===== config.mk =====
export PLATFORM = sky130hd
export DESIGN_NAME = wall_deposition_velocity_accumulator
export DESIGN_NICKNAME = d
export VERILOG_FILES = /design/src/wdva_pkg.sv /design/src/wall_deposition_velocity_accumulator.sv
export VERILOG_INCLUDE_DIRS = /design/src /design/src/src
export SDC_FILE = /design/constraint.sdc
export NUM_CORES = 2
export LEC_CHECK = 0
export BUFFER_PORTS_ARGS = -buffer_cell sky130_fd_sc_hd__clkbuf_2
export CORE_MARGIN = 4
export CORE_UTILIZATION = 55
export CTS_BUF_LIST = sky130_fd_sc_hd__clkbuf_4 sky130_fd_sc_hd__clkbuf_8
export DETAILED_ROUTE_END_ITERATION = 6
export PLACE_DENSITY_LB_ADDON = 0.25
export SYNTH_ARGS = -nofsm -noshare
export SYNTH_HDL_FRONTEND = slang
export SYNTH_SLANG_ARGS = --single-unit

===== constraint.sdc =====
create_clock -name clock -period 15.8 [get_ports clock]
set_clock_uncertainty 0.05 [all_clocks]
set_input_delay 3.95 -clock clock [delete_from_list [all_inputs] [get_ports clock]]
set_output_delay 3.95 -clock clock [all_outputs]
set_load 0.01 [all_outputs]

===== src/assert_macros.svh =====
// assertion macros for the accumulator rtl
`ifndef ASSERT_MACROS_SVH
`define ASSERT_MACROS_SVH

// same-cycle implication
`define CHK_IMPLY(label, clk, rst, a, b, msg) \
   label: assert property (@(posedge clk) disable iff (rst) (a) |-> (b)) else $error(msg);

// next-cycle implication
`define CHK_NEXT(label, clk, rst, a, b, msg) \
   label: assert property (@(posedge clk) disable iff (rst) (a) |=> (b)) else $error(msg);

`endif


===== src/wdva_pkg.sv =====
// constants and helpers for the wall deposition velocity accumulator
`default_nettype none
package wdva_pkg;
   localparam int FRACTION_BITS = 16;
   localparam int RELAX_FRAC    = 16;
   localparam int SUM_W         = 48;
   localparam int AREA_SUM_W    = 35;
   localparam int PROD_W        = 80;
   localparam int MUL_STEPS     = 32;
   localparam int DIV_W         = SUM_W + FRACTION_BITS;
   localparam int CNT_W         = $clog2(DIV_W);
   localparam logic [63:0] PI_Q32 = 64'h3_243F_6A89;
   localparam logic [63:0] PI_Q64 =
      (PI_Q32 + (64'd1 << (31 - FRACTION_BITS))) >> (32 - FRACTION_BITS);
   localparam logic [31:0] PI_Q = PI_Q64[31:0];

   localparam logic [2:0] REG_AREA_YZ  = 3'd0;
   localparam logic [2:0] REG_AREA_XZ  = 3'd1;
   localparam logic [2:0] REG_AREA_XY  = 3'd2;
   localparam logic [2:0] REG_RELAX    = 3'd3;
   localparam logic [2:0] REG_FIXED_RHO = 3'd4;

   typedef logic [SUM_W-1:0] sum_type;

   // floor(p >> F) clamped to 48 bits
   function automatic sum_type sat_prod(input logic [PROD_W-1:0] p);
      logic [PROD_W-1:0] s;
      s = p >> FRACTION_BITS;
      return (|s[PROD_W-1:SUM_W]) ? '1 : s[SUM_W-1:0];
   endfunction

   function automatic logic [31:0] sat_quot(input logic [DIV_W-1:0] q);
      return (|q[DIV_W-1:32]) ? '1 : q[31:0];
   endfunction

   function automatic sum_type add_sat48(input sum_type a, input sum_type b);
      logic [SUM_W:0] s;
      s = {1'b0, a} + {1'b0, b};
      return s[SUM_W] ? '1 : s[SUM_W-1:0];
   endfunction
endpackage
`default_nettype wire


===== src/wall_deposition_velocity_accumulator.sv =====
// per-cell wall deposition velocity accumulator with bit-serial divide and multiply
// a contributing face runs a divide (skipped at zero density) and five Q16.16 multiplies;
//   a non-contributing face runs neither; the last face then adds a divide (skipped
// when the area sum is zero) and a multiply, neither when no face counted
// one item at a time; the shared restoring divider and shift-add multiplier set the rate
// synchronous active-high reset clears the sums and the result valid flag and loads the csr defaults
`default_nettype none
`include "assert_macros.svh"
module wall_deposition_velocity_accumulator (
   input  wire  logic        clock,
   input  wire  logic        reset,
   input  wire  logic        req_tvalid,
   output logic              req_tready,
   input  wire  logic [95:0] req_tdata,  // face_flux, neighbor_density, particle_diameter
   input  wire  logic [4:0]  req_tuser,  // cell_is_solid, face_index, neighbor_is_flow
   input  wire  logic        req_tlast,  // last_face
   output logic              rsp_tvalid,
   input  wire  logic        rsp_tready,
   output logic [95:0]       rsp_tdata,  // velocity_increment, diameter_numerator,
                                         // diameter_denominator
   output logic [0:0]        rsp_tuser,  // cell_active
   input  wire  logic        csr_valid,
   output logic              csr_ready,
   input  wire  logic [2:0]  csr_index,
   input  wire  logic [31:0] csr_wdata
);
   import wdva_pkg::*;

   localparam logic [3:0] S_IDLE  = 4'd0;
   localparam logic [3:0] S_DRATE = 4'd1;
   localparam logic [3:0] S_MWR   = 4'd2;
   localparam logic [3:0] S_MD2   = 4'd3;
   localparam logic [3:0] S_MPA   = 4'd4;
   localparam logic [3:0] S_MSQ   = 4'd5;
   localparam logic [3:0] S_MCU   = 4'd6;
   localparam logic [3:0] S_FIN   = 4'd7;
   localparam logic [3:0] S_DAVG  = 4'd8;
   localparam logic [3:0] S_MVEL  = 4'd9;
   localparam logic [3:0] S_EMIT  = 4'd10;

   logic [3:0]  state_ff, state_in;
   logic [31:0] area_yz_ff, area_yz_in, area_xz_ff, area_xz_in, area_xy_ff, area_xy_in;
   logic [16:0] relax_ff, relax_in;
   logic [31:0] fixed_rho_ff, fixed_rho_in;
   sum_type     wrs_ff, wrs_in, cub_ff, cub_in, sqr_ff, sqr_in;
   logic [AREA_SUM_W-1:0] eas_ff, eas_in;
   logic        any_ff, any_in;
   logic [31:0] d_ff, d_in, area_ff, area_in, rate_ff, rate_in, vel_ff, vel_in;
   logic        last_ff, last_in;
   logic [PROD_W-1:0] ma_ff, ma_in, acc_ff, acc_in;
   logic [31:0] mb_ff, mb_in;
   logic [DIV_W-1:0] dq_ff, dq_in;
   logic [AREA_SUM_W-1:0] rem_ff, rem_in, dv_ff, dv_in;
   logic [CNT_W-1:0] cnt_ff, cnt_in;
   logic        rsp_valid_ff, rsp_valid_in;
   logic [95:0] rsp_data_ff, rsp_data_in;
   logic        rsp_active_ff, rsp_active_in;

   logic        ld_mul, ld_div, mul_run, div_run, mul_last, div_last, contrib;
   logic [SUM_W-1:0] ld_a;
   logic [31:0] ld_b, mag, rho, area_sel, zrate, avg0;
   logic [DIV_W-1:0] ld_dvd, dq_next;
   logic [AREA_SUM_W-1:0] ld_dv;
   logic [PROD_W-1:0] acc_sum, vel_shift;
   sum_type     prod_sat;
   logic [AREA_SUM_W:0] trial, eas_sum;
   logic        ge;

   assign req_tready = (state_ff == S_IDLE);
   assign csr_ready  = 1'b1;
   assign rsp_tvalid = rsp_valid_ff;
   assign rsp_tdata  = rsp_data_ff;
   assign rsp_tuser  = rsp_active_ff;

   always_comb begin
      state_in = state_ff;
      area_yz_in = area_yz_ff; area_xz_in = area_xz_ff; area_xy_in = area_xy_ff;
      relax_in = relax_ff; fixed_rho_in = fixed_rho_ff;
      wrs_in = wrs_ff; eas_in = eas_ff; cub_in = cub_ff; sqr_in = sqr_ff; any_in = any_ff;
      d_in = d_ff; area_in = area_ff; rate_in = rate_ff; vel_in = vel_ff; last_in = last_ff;
      ma_in = ma_ff; mb_in = mb_ff; acc_in = acc_ff;
      dq_in = dq_ff; rem_in = rem_ff; dv_in = dv_ff; cnt_in = cnt_ff;
      rsp_valid_in = rsp_valid_ff; rsp_data_in = rsp_data_ff; rsp_active_in = rsp_active_ff;
      ld_mul = 1'b0; ld_a = '0; ld_b = '0;
      ld_div = 1'b0; ld_dvd = '0; ld_dv = '0;

      mul_run = (state_ff == S_MWR) || (state_ff == S_MD2) || (state_ff == S_MPA) ||
                (state_ff == S_MSQ) || (state_ff == S_MCU) || (state_ff == S_MVEL);
      div_run = (state_ff == S_DRATE) || (state_ff == S_DAVG);
      mul_last = (cnt_ff == CNT_W'(MUL_STEPS - 1));
      div_last = (cnt_ff == CNT_W'(DIV_W - 1));

      acc_sum  = acc_ff + (mb_ff[0] ? ma_ff : '0);
      prod_sat = sat_prod(acc_sum);
      vel_shift = acc_sum >> RELAX_FRAC;
      trial   = {rem_ff, dq_ff[DIV_W-1]};
      ge      = (trial >= {1'b0, dv_ff});
      dq_next = {dq_ff[DIV_W-2:0], ge};

      contrib  = req_tuser[0] && req_tuser[4] && (req_tuser[3:1] <= 3'd5);
      mag      = req_tdata[31] ? (~req_tdata[31:0] + 32'd1) : req_tdata[31:0];
      rho      = (fixed_rho_ff != '0) ? fixed_rho_ff : req_tdata[63:32];
      zrate    = (mag != '0) ? '1 : '0;
      area_sel = (req_tuser[3:1] < 3'd2) ? area_yz_ff :
                 ((req_tuser[3:1] < 3'd4) ? area_xz_ff : area_xy_ff);
      eas_sum  = {1'b0, eas_ff} + (AREA_SUM_W + 1)'(area_ff);
      avg0     = (wrs_ff != '0) ? '1 : '0;

      if (mul_run) begin
         acc_in = acc_sum;
         ma_in  = ma_ff << 1;
         mb_in  = mb_ff >> 1;
         cnt_in = cnt_ff + 1'b1;
      end
      if (div_run) begin
         rem_in = ge ? AREA_SUM_W'(trial - {1'b0, dv_ff}) : trial[AREA_SUM_W-1:0];
         dq_in  = dq_next;
         cnt_in = cnt_ff + 1'b1;
      end
      if (rsp_valid_ff && rsp_tready) begin
         rsp_valid_in = 1'b0;
      end

      case (state_ff)
         S_IDLE: begin
            if (req_tvalid) begin
               d_in    = req_tdata[95:64];
               area_in = area_sel;
               last_in = req_tlast;
               if (contrib) begin
                  if (rho == '0) begin
                     rate_in = zrate;
                     ld_mul = 1'b1; ld_a = SUM_W'(zrate); ld_b = area_sel;
                     state_in = S_MWR;
                  end else begin
                     ld_div = 1'b1; ld_dvd = DIV_W'(mag) << FRACTION_BITS;
                     ld_dv = AREA_SUM_W'(rho);
                     state_in = S_DRATE;
                  end
               end else if (req_tlast) begin
                  state_in = S_FIN;
               end
            end
         end
         S_DRATE: begin
            if (div_last) begin
               rate_in = sat_quot(dq_next);
               ld_mul = 1'b1; ld_a = SUM_W'(sat_quot(dq_next)); ld_b = area_ff;
               state_in = S_MWR;
            end
         end
         S_MWR: begin
            if (mul_last) begin
               wrs_in = add_sat48(wrs_ff, prod_sat);
               eas_in = eas_sum[AREA_SUM_W] ? '1 : eas_sum[AREA_SUM_W-1:0];
               ld_mul = 1'b1; ld_a = SUM_W'(d_ff); ld_b = d_ff;
               state_in = S_MD2;
            end
         end
         S_MD2: begin
            if (mul_last) begin
               ld_mul = 1'b1; ld_a = prod_sat; ld_b = PI_Q;
               state_in = S_MPA;
            end
         end
         S_MPA: begin
            if (mul_last) begin
               ld_mul = 1'b1; ld_a = prod_sat; ld_b = rate_ff;
               state_in = S_MSQ;
            end
         end
         S_MSQ: begin
            if (mul_last) begin
               sqr_in = add_sat48(sqr_ff, prod_sat);
               ld_mul = 1'b1; ld_a = prod_sat; ld_b = d_ff;
               state_in = S_MCU;
            end
         end
         S_MCU: begin
            if (mul_last) begin
               cub_in = add_sat48(cub_ff, prod_sat);
               any_in = 1'b1;
               state_in = last_ff ? S_FIN : S_IDLE;
            end
         end
         S_FIN: begin
            if (!any_ff) begin
               vel_in = '0;
               state_in = S_EMIT;
            end else if (eas_ff == '0) begin
               ld_mul = 1'b1; ld_a = SUM_W'(avg0); ld_b = 32'(relax_ff);
               state_in = S_MVEL;
            end else begin
               ld_div = 1'b1; ld_dvd = DIV_W'(wrs_ff) << FRACTION_BITS; ld_dv = eas_ff;
               state_in = S_DAVG;
            end
         end
         S_DAVG: begin
            if (div_last) begin
               ld_mul = 1'b1; ld_a = SUM_W'(sat_quot(dq_next)); ld_b = 32'(relax_ff);
               state_in = S_MVEL;
            end
         end
         S_MVEL: begin
            if (mul_last) begin
               vel_in = (|vel_shift[PROD_W-1:32]) ? '1 : vel_shift[31:0];
               state_in = S_EMIT;
            end
         end
         S_EMIT: begin
            if (!rsp_valid_ff || rsp_tready) begin
               rsp_valid_in  = 1'b1;
               rsp_active_in = any_ff;
               rsp_data_in   = {((|sqr_ff[SUM_W-1:32]) ? 32'hFFFF_FFFF : sqr_ff[31:0]),
                                ((|cub_ff[SUM_W-1:32]) ? 32'hFFFF_FFFF : cub_ff[31:0]),
                                vel_ff};
               wrs_in = '0; eas_in = '0; cub_in = '0; sqr_in = '0; any_in = 1'b0;
               state_in = S_IDLE;
            end
         end
         default: state_in = S_IDLE;
      endcase

      if (ld_mul) begin
         ma_in = PROD_W'(ld_a); mb_in = ld_b; acc_in = '0; cnt_in = '0;
      end
      if (ld_div) begin
         dq_in = ld_dvd; dv_in = ld_dv; rem_in = '0; cnt_in = '0;
      end

      if (csr_valid) begin
         case (csr_index)
            REG_AREA_YZ:   area_yz_in = csr_wdata;
            REG_AREA_XZ:   area_xz_in = csr_wdata;
            REG_AREA_XY:   area_xy_in = csr_wdata;
            REG_RELAX:     relax_in = csr_wdata[16:0];
            REG_FIXED_RHO: fixed_rho_in = csr_wdata;
            default: ;
         endcase
      end
   end

   always_ff @(posedge clock) begin
      if (reset) begin
         state_ff <= S_IDLE;
         area_yz_ff <= 32'd65536; area_xz_ff <= 32'd65536; area_xy_ff <= 32'd65536;
         relax_ff <= 17'd3277; fixed_rho_ff <= '0;
         wrs_ff <= '0; eas_ff <= '0; cub_ff <= '0; sqr_ff <= '0; any_ff <= 1'b0;
         rsp_valid_ff <= 1'b0;
         cnt_ff <= '0;
      end else begin
         state_ff <= state_in;
         area_yz_ff <= area_yz_in; area_xz_ff <= area_xz_in; area_xy_ff <= area_xy_in;
         relax_ff <= relax_in; fixed_rho_ff <= fixed_rho_in;
         wrs_ff <= wrs_in; eas_ff <= eas_in; cub_ff <= cub_in; sqr_ff <= sqr_in;
         any_ff <= any_in;
         rsp_valid_ff <= rsp_valid_in;
         cnt_ff <= cnt_in;
      end
      d_ff <= d_in; area_ff <= area_in; rate_ff <= rate_in; vel_ff <= vel_in;
      last_ff <= last_in;
      ma_ff <= ma_in; mb_ff <= mb_in; acc_ff <= acc_in;
      dq_ff <= dq_in; rem_ff <= rem_in; dv_ff <= dv_in;
      rsp_data_ff <= rsp_data_in; rsp_active_ff <= rsp_active_in;
   end

   `CHK_IMPLY(a_idle_clear, clock, reset, state_ff == S_IDLE && !any_ff, wrs_ff == '0 && eas_ff == '0 && cub_ff == '0 && sqr_ff == '0, "sums not clear while no face counted")
   `CHK_NEXT(a_face_marks, clock, reset, state_ff == S_MCU && mul_last, any_ff, "contributing face not marked")
   `CHK_IMPLY(a_mul_bound, clock, reset, mul_run, cnt_ff < CNT_W'(MUL_STEPS), "multiplier ran past its width")
   `CHK_IMPLY(a_inactive_zero, clock, reset, rsp_valid_ff && !rsp_active_ff, rsp_data_ff == '0, "inactive cell result not zero")
endmodule
`default_nettype wire


After elaboration in Yosys (flattened, before gate mapping) --
Cells that the tools add are included.
Operators by class: $add $sub $neg 8, $lt $le $gt $ge 4, eq/ne operators 30, muxes and demuxes 110, bitwise logic cells 1, reductions and logical operators 49
Operator list (count):
- $mux 32 | 32
- $mux 48 | 14
- $pmux 48 s2 | 3
- $mux 64 | 4
- $pmux 48 s5 | 1
- $pmux 32 s7 | 1
- $mux 35 | 6
- $add 48x48->49 | 3
- $pmux 35 s2 | 2
- $pmux 32 s2 | 2
- $pmux 64 s2 | 1
- $add 80x80->80 | 1
- $mux 80 | 1
- $reduce_bool 32->1 | 2
- $reduce_or 32->1 | 2
- $mux 17 | 3
- $mux 4 | 12
- $reduce_bool 48->1 | 1
- $reduce_or 16->1 | 3
- $pmux 4 s11 | 1
- $add 35x32->36 | 1
- $ge 36x35->1 | 1
- $logic_not 35->1 | 1
- $sub 35x35->35 | 1
- 39 further kinds | 103
Storage, ports and cells: flip-flop bits (word level) 888, word-level logic and storage cells 231

Logic depth before layout (Yosys ltp) --
word-level depth 10, depth in mapped cells 36, mapped depth without buffers 30

Worst setup path after synthesis --
Ideal clock, no wire load.
path kind input-to-reg, start in req_tdata[41], end reg ma_ff[0], enable pin, library setup time 0.441 ns, arrival time 7.498 ns, required time 15.309 ns, slack 7.811 ns, stages 10, cell sequence or4_1 > nor4_1 > nand3_1 > inv_1 > nand2_1 > and2_1 > clkbuf_1 > clkbuf_1 > clkbuf_1 > nand2_1
On the way: cells in the longest elaborated chain, start to end 7
Ends and longest elaborated chain:
- start: declaration | RTL line wall_deposition_velocity_accumulator.sv:14 | input wire logic [95:0] req_tdata,
- $mux 32 | RTL line wall_deposition_velocity_accumulator.sv:102 | rho = (fixed_rho_ff != '0) ? fixed_rho_ff : req_tdata[63:32];
- $logic_not 32->1 | RTL line wall_deposition_velocity_accumulator.sv:131 | if (rho == '0) begin
- $mux 1 | RTL line wall_deposition_velocity_accumulator.sv:131
- $mux 1 | RTL line wall_deposition_velocity_accumulator.sv:130 | if (contrib) begin
- $mux 1 | RTL line wall_deposition_velocity_accumulator.sv:126 | if (req_tvalid) begin
- $pmux 1 s4 | RTL line wall_deposition_velocity_accumulator.sv:124 | case (state_ff)
- $reduce_bool 2->1 (no line)
- end signal: assignment | RTL line wall_deposition_velocity_accumulator.sv:262 | ma_ff <= ma_in; mb_ff <= mb_in; acc_ff <= acc_in;
- end: declaration | RTL line wall_deposition_velocity_accumulator.sv:50 | logic [PROD_W-1:0] ma_ff, ma_in, acc_ff, acc_in;
No other way between the ends. A chain may end at the register's enable or synchronous reset.

Final worst setup path --
start reg mb_ff[0], end reg sqr_ff[14]
On the way: cells in the longest elaborated chain, start to end 8
Ends and longest elaborated chain:
- start: declaration | RTL line wall_deposition_velocity_accumulator.sv:51 | logic [31:0] mb_ff, mb_in;
- start signal: assignment | RTL line wall_deposition_velocity_accumulator.sv:262
- $mux 80 (*) | RTL line wall_deposition_velocity_accumulator.sv:93 | acc_sum = acc_ff + (mb_ff[0] ? ma_ff : '0);
- $add 80x80->80 (*) | RTL line wall_deposition_velocity_accumulator.sv:93
- $reduce_or 16->1 | RTL line wdva_pkg.sv:29 | return (|s[PROD_W-1:SUM_W]) ? '1 : s[SUM_W-1:0];
- $mux 48 (*) | RTL line wdva_pkg.sv:29
- $add 48x48->49 (*) | RTL line wdva_pkg.sv:38 | s = {1'b0, a} + {1'b0, b};
- $mux 48 (*) | RTL line wdva_pkg.sv:39 | return s[SUM_W] ? '1 : s[SUM_W-1:0];
- $mux 48 (*) | RTL line wall_deposition_velocity_accumulator.sv:173 | if (mul_last) begin
- $pmux 48 s2 (*) | RTL line wall_deposition_velocity_accumulator.sv:124
- end signal: assignment | RTL line wall_deposition_velocity_accumulator.sv:255 | wrs_ff <= wrs_in; eas_ff <= eas_in; cub_ff <= cub_in; sqr_ff <= sqr_in;
- end: declaration | RTL line wall_deposition_velocity_accumulator.sv:45 | sum_type wrs_ff, wrs_in, cub_ff, cub_in, sqr_ff, sqr_in;
Every way passes the cells marked *; elsewhere a longest branch is shown, timed or not. The select of a mux whose other input is x is not followed.

==> parameters.txt <==
Parameter                              Value

Status
  Outcome ... finished, violations left
  Violated checks ... DRC

Synthesis
  Syn Inst Count ... 6,126
  Number of enable-type register cells in the synthesized netlist ... 405
  Synth Area in Adders ... 7.06%
  Primary FF master, synth ... sky130_fd_sc_hd__dfxtp_1
  Sequential area share after synthesis ... 40.9%
  Synthesized net count ... 6,566
  Synth async-reset ratio ... 0%
  Combinational family with the most area after synthesis ... compound AO/OA/AOI/OAI gates
  Area fraction in compound gates after synthesis ... 23.8%
  Xor/xnor share of the synthesized area ... 5.00%
  Total standard cell area after synthesis ... 0.0534 mm^2
  Average cell area after synthesis ... 8.72 um^2
  Synth warnings ... 0
  Number of synthesized register bits ... 888
  Proportion of synthesized area in mux cells ... 1.15%
  Fraction of the mapped netlist area in simple logic gates ... 18.1%
  Count of cell types in the netlist ... 103

STA
  Final worst path period share ... 64.0%
  Number of hold violations in the final report ... 0
  Worst slew pin tran ... 1.27 ns
  Final Max Slew Viols ... 0
  Setup-failing EPs final ... 0
  Maximum clock frequency ... 0.0989 GHz
  TNS Setup ... 0 ns
  Worst max-slew margin expressed relative to the limit ... 15.0%
  Setup repair after global routing missed its margin ... false
  Min Clock Period, post-route ... 10.11 ns

Drt
  1st-pass router iterations ... 7
  Residual DRC count ... 5
  Violation count after the first detailed-routing iteration ... 5,131
  Final routed wire length divided by cell count ... 21.8 um
  Sum of routed wire length over all layers ... 166 mm
  Number of nets with antenna violations after routing ... 0
  Vias after detailed routing ... 47,590
  Via density per instance ... 6.27

Setup path
  Worst EP arrival ... 10.74 ns
  Slowest cell delay on critical path ... 0.70 ns
  Largest fanout on the critical path ... 80
  Cell with the largest stage delay on the worst path ... sky130_fd_sc_hd__a221oi_2
  Worst setup path start ... mb_ff[0]$_DFFE_PP_
  Endpoint of the worst-slack reg-to-reg timing path ... sqr_ff[14]$_SDFFE_PP0P_
  Worst-case register-to-register setup slack ... 5.69 ns
  Worst flop-to-flop path startpoint ... mb_ff[0]$_DFFE_PP_
  Nature of the critical path endpoint ... flop
  Critical setup path kind ... flop to flop
  Required time of the worst setup path ... 16.43 ns
  Type of origin of the critical path ... flop
  Worst-case reg-to-reg path depth ... 31

CTS
  Clock Sink Count ... 888
  H-tree Lvls ... 4
  Clk root buf ... sky130_fd_sc_hd__clkbuf_8
  Clock Latency Late Sink ... 0.88 ns
  Cts repair resizes ... 0
  TritonCTS clock tree ... built
  Clk slew on worst S/H paths ... 0.06 ns
  Hold Buf Count CTS ... 0
  Number of buffers on the longest clock path ... 3
  CTS buffer count ... 153
  Number of post-CTS setup repair buffers ... 0

Floorplanning
  Initial Util ... 55.3%
  Die span in y ... 320 um
  Count of standard-cell rows ... 114
  Die area ... 0.102 mm^2
  Number of placed I/O pins ... 242
  Floorplan die width ... 320 um
  Core area ... 0.0966 mm^2

Job
  Max capacitance violation total ... 0

Min path
  Worst min path class ... flop to flop
  Cell count of the worst hold path ... 0
  Hold wc startpoint ... vel_ff[4]$_SDFFCE_PN0P_
  Worst hold path endpoint ... rsp_tdata[4]$_DFFE_PP_

GRT
  Overflow left after global routing ... 0
  Initial antenna violation count ... 3
  First-pass GRT wire length ... 254 mm
  Pin count of the biggest net entering global routing ... 192
  Overall track demand over capacity in global routing ... 31.2%
  Via count of the first global-routing pass ... 43,692

Placed design
  DPL Wire Length ... 120 mm
  PortBufs ... 239
  RD Place Congestion ... 0.973
  Cell Count Post-Placement ... 7,313

Cells and area
  Fin util ... 60.7%
  Layout overhead on the synthesized area ... 9.78%
  NumNets Final ... 6,632
  Commonest non-fill, non-tap cell in the layout ... sky130_fd_sc_hd__nand2_1
  Fraction of layout instances using a drive strength above 1 ... 11.3%
  Post-Layout Cell Count ... 7,596
  Most frequent cells in the layout ... sky130_fd_sc_hd__nand2_1, sky130_fd_sc_hd__a21oi_1, sky130_fd_sc_hd__dfxtp_1, sky130_fd_sc_hd__edfxtp_1, sky130_fd_sc_hd__o21ai_0

Pwr
  Leak ... 0.0237 uW
  Total power per unit cell area ... 149 mW/mm^2
  Largest vdd supply drop ... 0.123 mV
synth_stat cells, types with 12 or more instances:
cell type	n	area [um^2]
sky130_fd_sc_hd__nand2b_1	46	288
sky130_fd_sc_hd__nand2_1	984	3690
sky130_fd_sc_hd__xor2_1	140	1230
sky130_fd_sc_hd__nor3_1	76	380
sky130_fd_sc_hd__xnor2_1	165	1450
sky130_fd_sc_hd__o21bai_1	41	308
sky130_fd_sc_hd__nor3b_1	23	173
sky130_fd_sc_hd__a311oi_1	56	490
sky130_fd_sc_hd__a221o_1	47	470
sky130_fd_sc_hd__a21boi_0	13	97.6
sky130_fd_sc_hd__ha_1	292	3650
sky130_fd_sc_hd__and2_1	128	801
sky130_fd_sc_hd__a221oi_1	92	806
sky130_fd_sc_hd__clkbuf_1	316	1190
sky130_fd_sc_hd__nor4_1	66	413
sky130_fd_sc_hd__a211oi_1	58	435
sky130_fd_sc_hd__a22o_1	12	105
sky130_fd_sc_hd__a211o_1	14	123
sky130_fd_sc_hd__dfxtp_1	483	9670
sky130_fd_sc_hd__and4_1	14	123
sky130_fd_sc_hd__o21a_1	86	646
sky130_fd_sc_hd__a31oi_1	34	213
sky130_fd_sc_hd__a21oi_1	737	3690
sky130_fd_sc_hd__or3_1	41	257
sky130_fd_sc_hd__mux2i_1	59	591
sky130_fd_sc_hd__a22oi_1	35	263
sky130_fd_sc_hd__a21o_1	161	1210
sky130_fd_sc_hd__buf_2	38	190
sky130_fd_sc_hd__inv_1	151	567
sky130_fd_sc_hd__o31ai_1	37	278
sky130_fd_sc_hd__nand3_1	105	526
sky130_fd_sc_hd__nand4_1	84	526
sky130_fd_sc_hd__nand3b_1	17	128
sky130_fd_sc_hd__a222oi_1	25	250
sky130_fd_sc_hd__or2_2	73	457
sky130_fd_sc_hd__o21ai_1	12	60.1
sky130_fd_sc_hd__and3_1	25	156
sky130_fd_sc_hd__o211ai_1	48	360
sky130_fd_sc_hd__o21ai_0	372	1860
sky130_fd_sc_hd__edfxtp_1	405	12200
sky130_fd_sc_hd__buf_1	24	90.1
sky130_fd_sc_hd__nor2_1	280	1050
sky130_fd_sc_hd__nor2b_1	44	275
report_power, final:
part	switching [uW]	total, uW	internal (uW)
logic	2150	3240	1090
registers	281	3180	2900
clock network	1020	2300	1270
routing by layer:
metal	track usage (%)	share of wire [%]	wire length [um]	vias up
met1	43.0	42	69300	22411
met3	5.75	9.2	15300	386
met4	15.0	5.1	8500	4
met5	0	0.016	27	-
li1	-	-	-	22595
met2	47.5	44	72700	2194
final cells by class:
class	instances	area (um^2)
Antenna cell	2	5.00
Sequential cell	888	21800
Clock buffer	220	2750
Clock inverter	61	629
Multi-Input combinational cell	4696	29600
Timing Repair Buffer	302	1690
Fill cell	8453	37900
Tap cell	1276	1600
Inverter	151	569
registers in the layout, summed over array words and instances (netlist names), 4 cells and up:
signal	flops
ma_ff	80
sqr_ff	48
vel_ff	32
eas_ff	35
area_xz_ff	32
area_xy_ff	32
relax_ff	17
state_ff	4
cub_ff	48
dv_ff	35
wrs_ff	48
cnt_ff	6
mb_ff	32
d_ff	32
dq_ff	64
rate_ff	32
rsp_tdata	96
fixed_rho_ff	32
acc_ff	80
rem_ff	35
area_ff	32
area_yz_ff	32
worst max path at each step:
stage | cells after the start | slack (ns) | endpoint
floorplan | 10 | 7.81 | ma_ff[0]$_SDFFCE_PN0P_
global placement | 29 | 6.01 | sqr_ff[14]$_SDFFE_PP0P_
detailed placement | 29 | 5.98 | sqr_ff[14]$_SDFFE_PP0P_
CTS | 29 | 5.91 | sqr_ff[14]$_SDFFE_PP0P_
global route | 30 | 5.22 | wrs_ff[14]$_SDFFE_PP0P_
finish | 31 | 5.69 | sqr_ff[14]$_SDFFE_PP0P_
stage by stage:
stage | hold WS (ns) | total power (uW) | worst slack (ns) | instance area, um^2
6_report | 0.366 | 8720 | 5.69 | 58600
5_1_grt | 0.368 | 9170 | 5.22 | 58600
4_1_cts | 0.366 | 8670 | 5.91 | 58600
3_5_place_dp | 0.355 | 6360 | 5.98 | 55300
3_3_place_gp | 0.355 | 6310 | 6.01 | 55300
2_1_floorplan | 0.350 | 5410 | 7.81 | 53400
critical path, delay by kind of cell (launching register included):
kind	cells	cell delay (ns)
compound gates	16	4.92
simple gates	9	2.23
buf+inv	4	1.62
fa+ha+maj	2	0.67
flops	1	0.32
logic make-up after synthesis:
family                   after synthesis
AND/OR/NAND/NOR                     2048
AO/OA/AOI/OAI                       1983
multiplexers                          61
XOR/XNOR                             305
adder cells (fa/ha/maj)              298
buffers and inverters                542
flip-flops                           888
other                                  1
No activity file was read; power rests on OpenSTA's default activity.
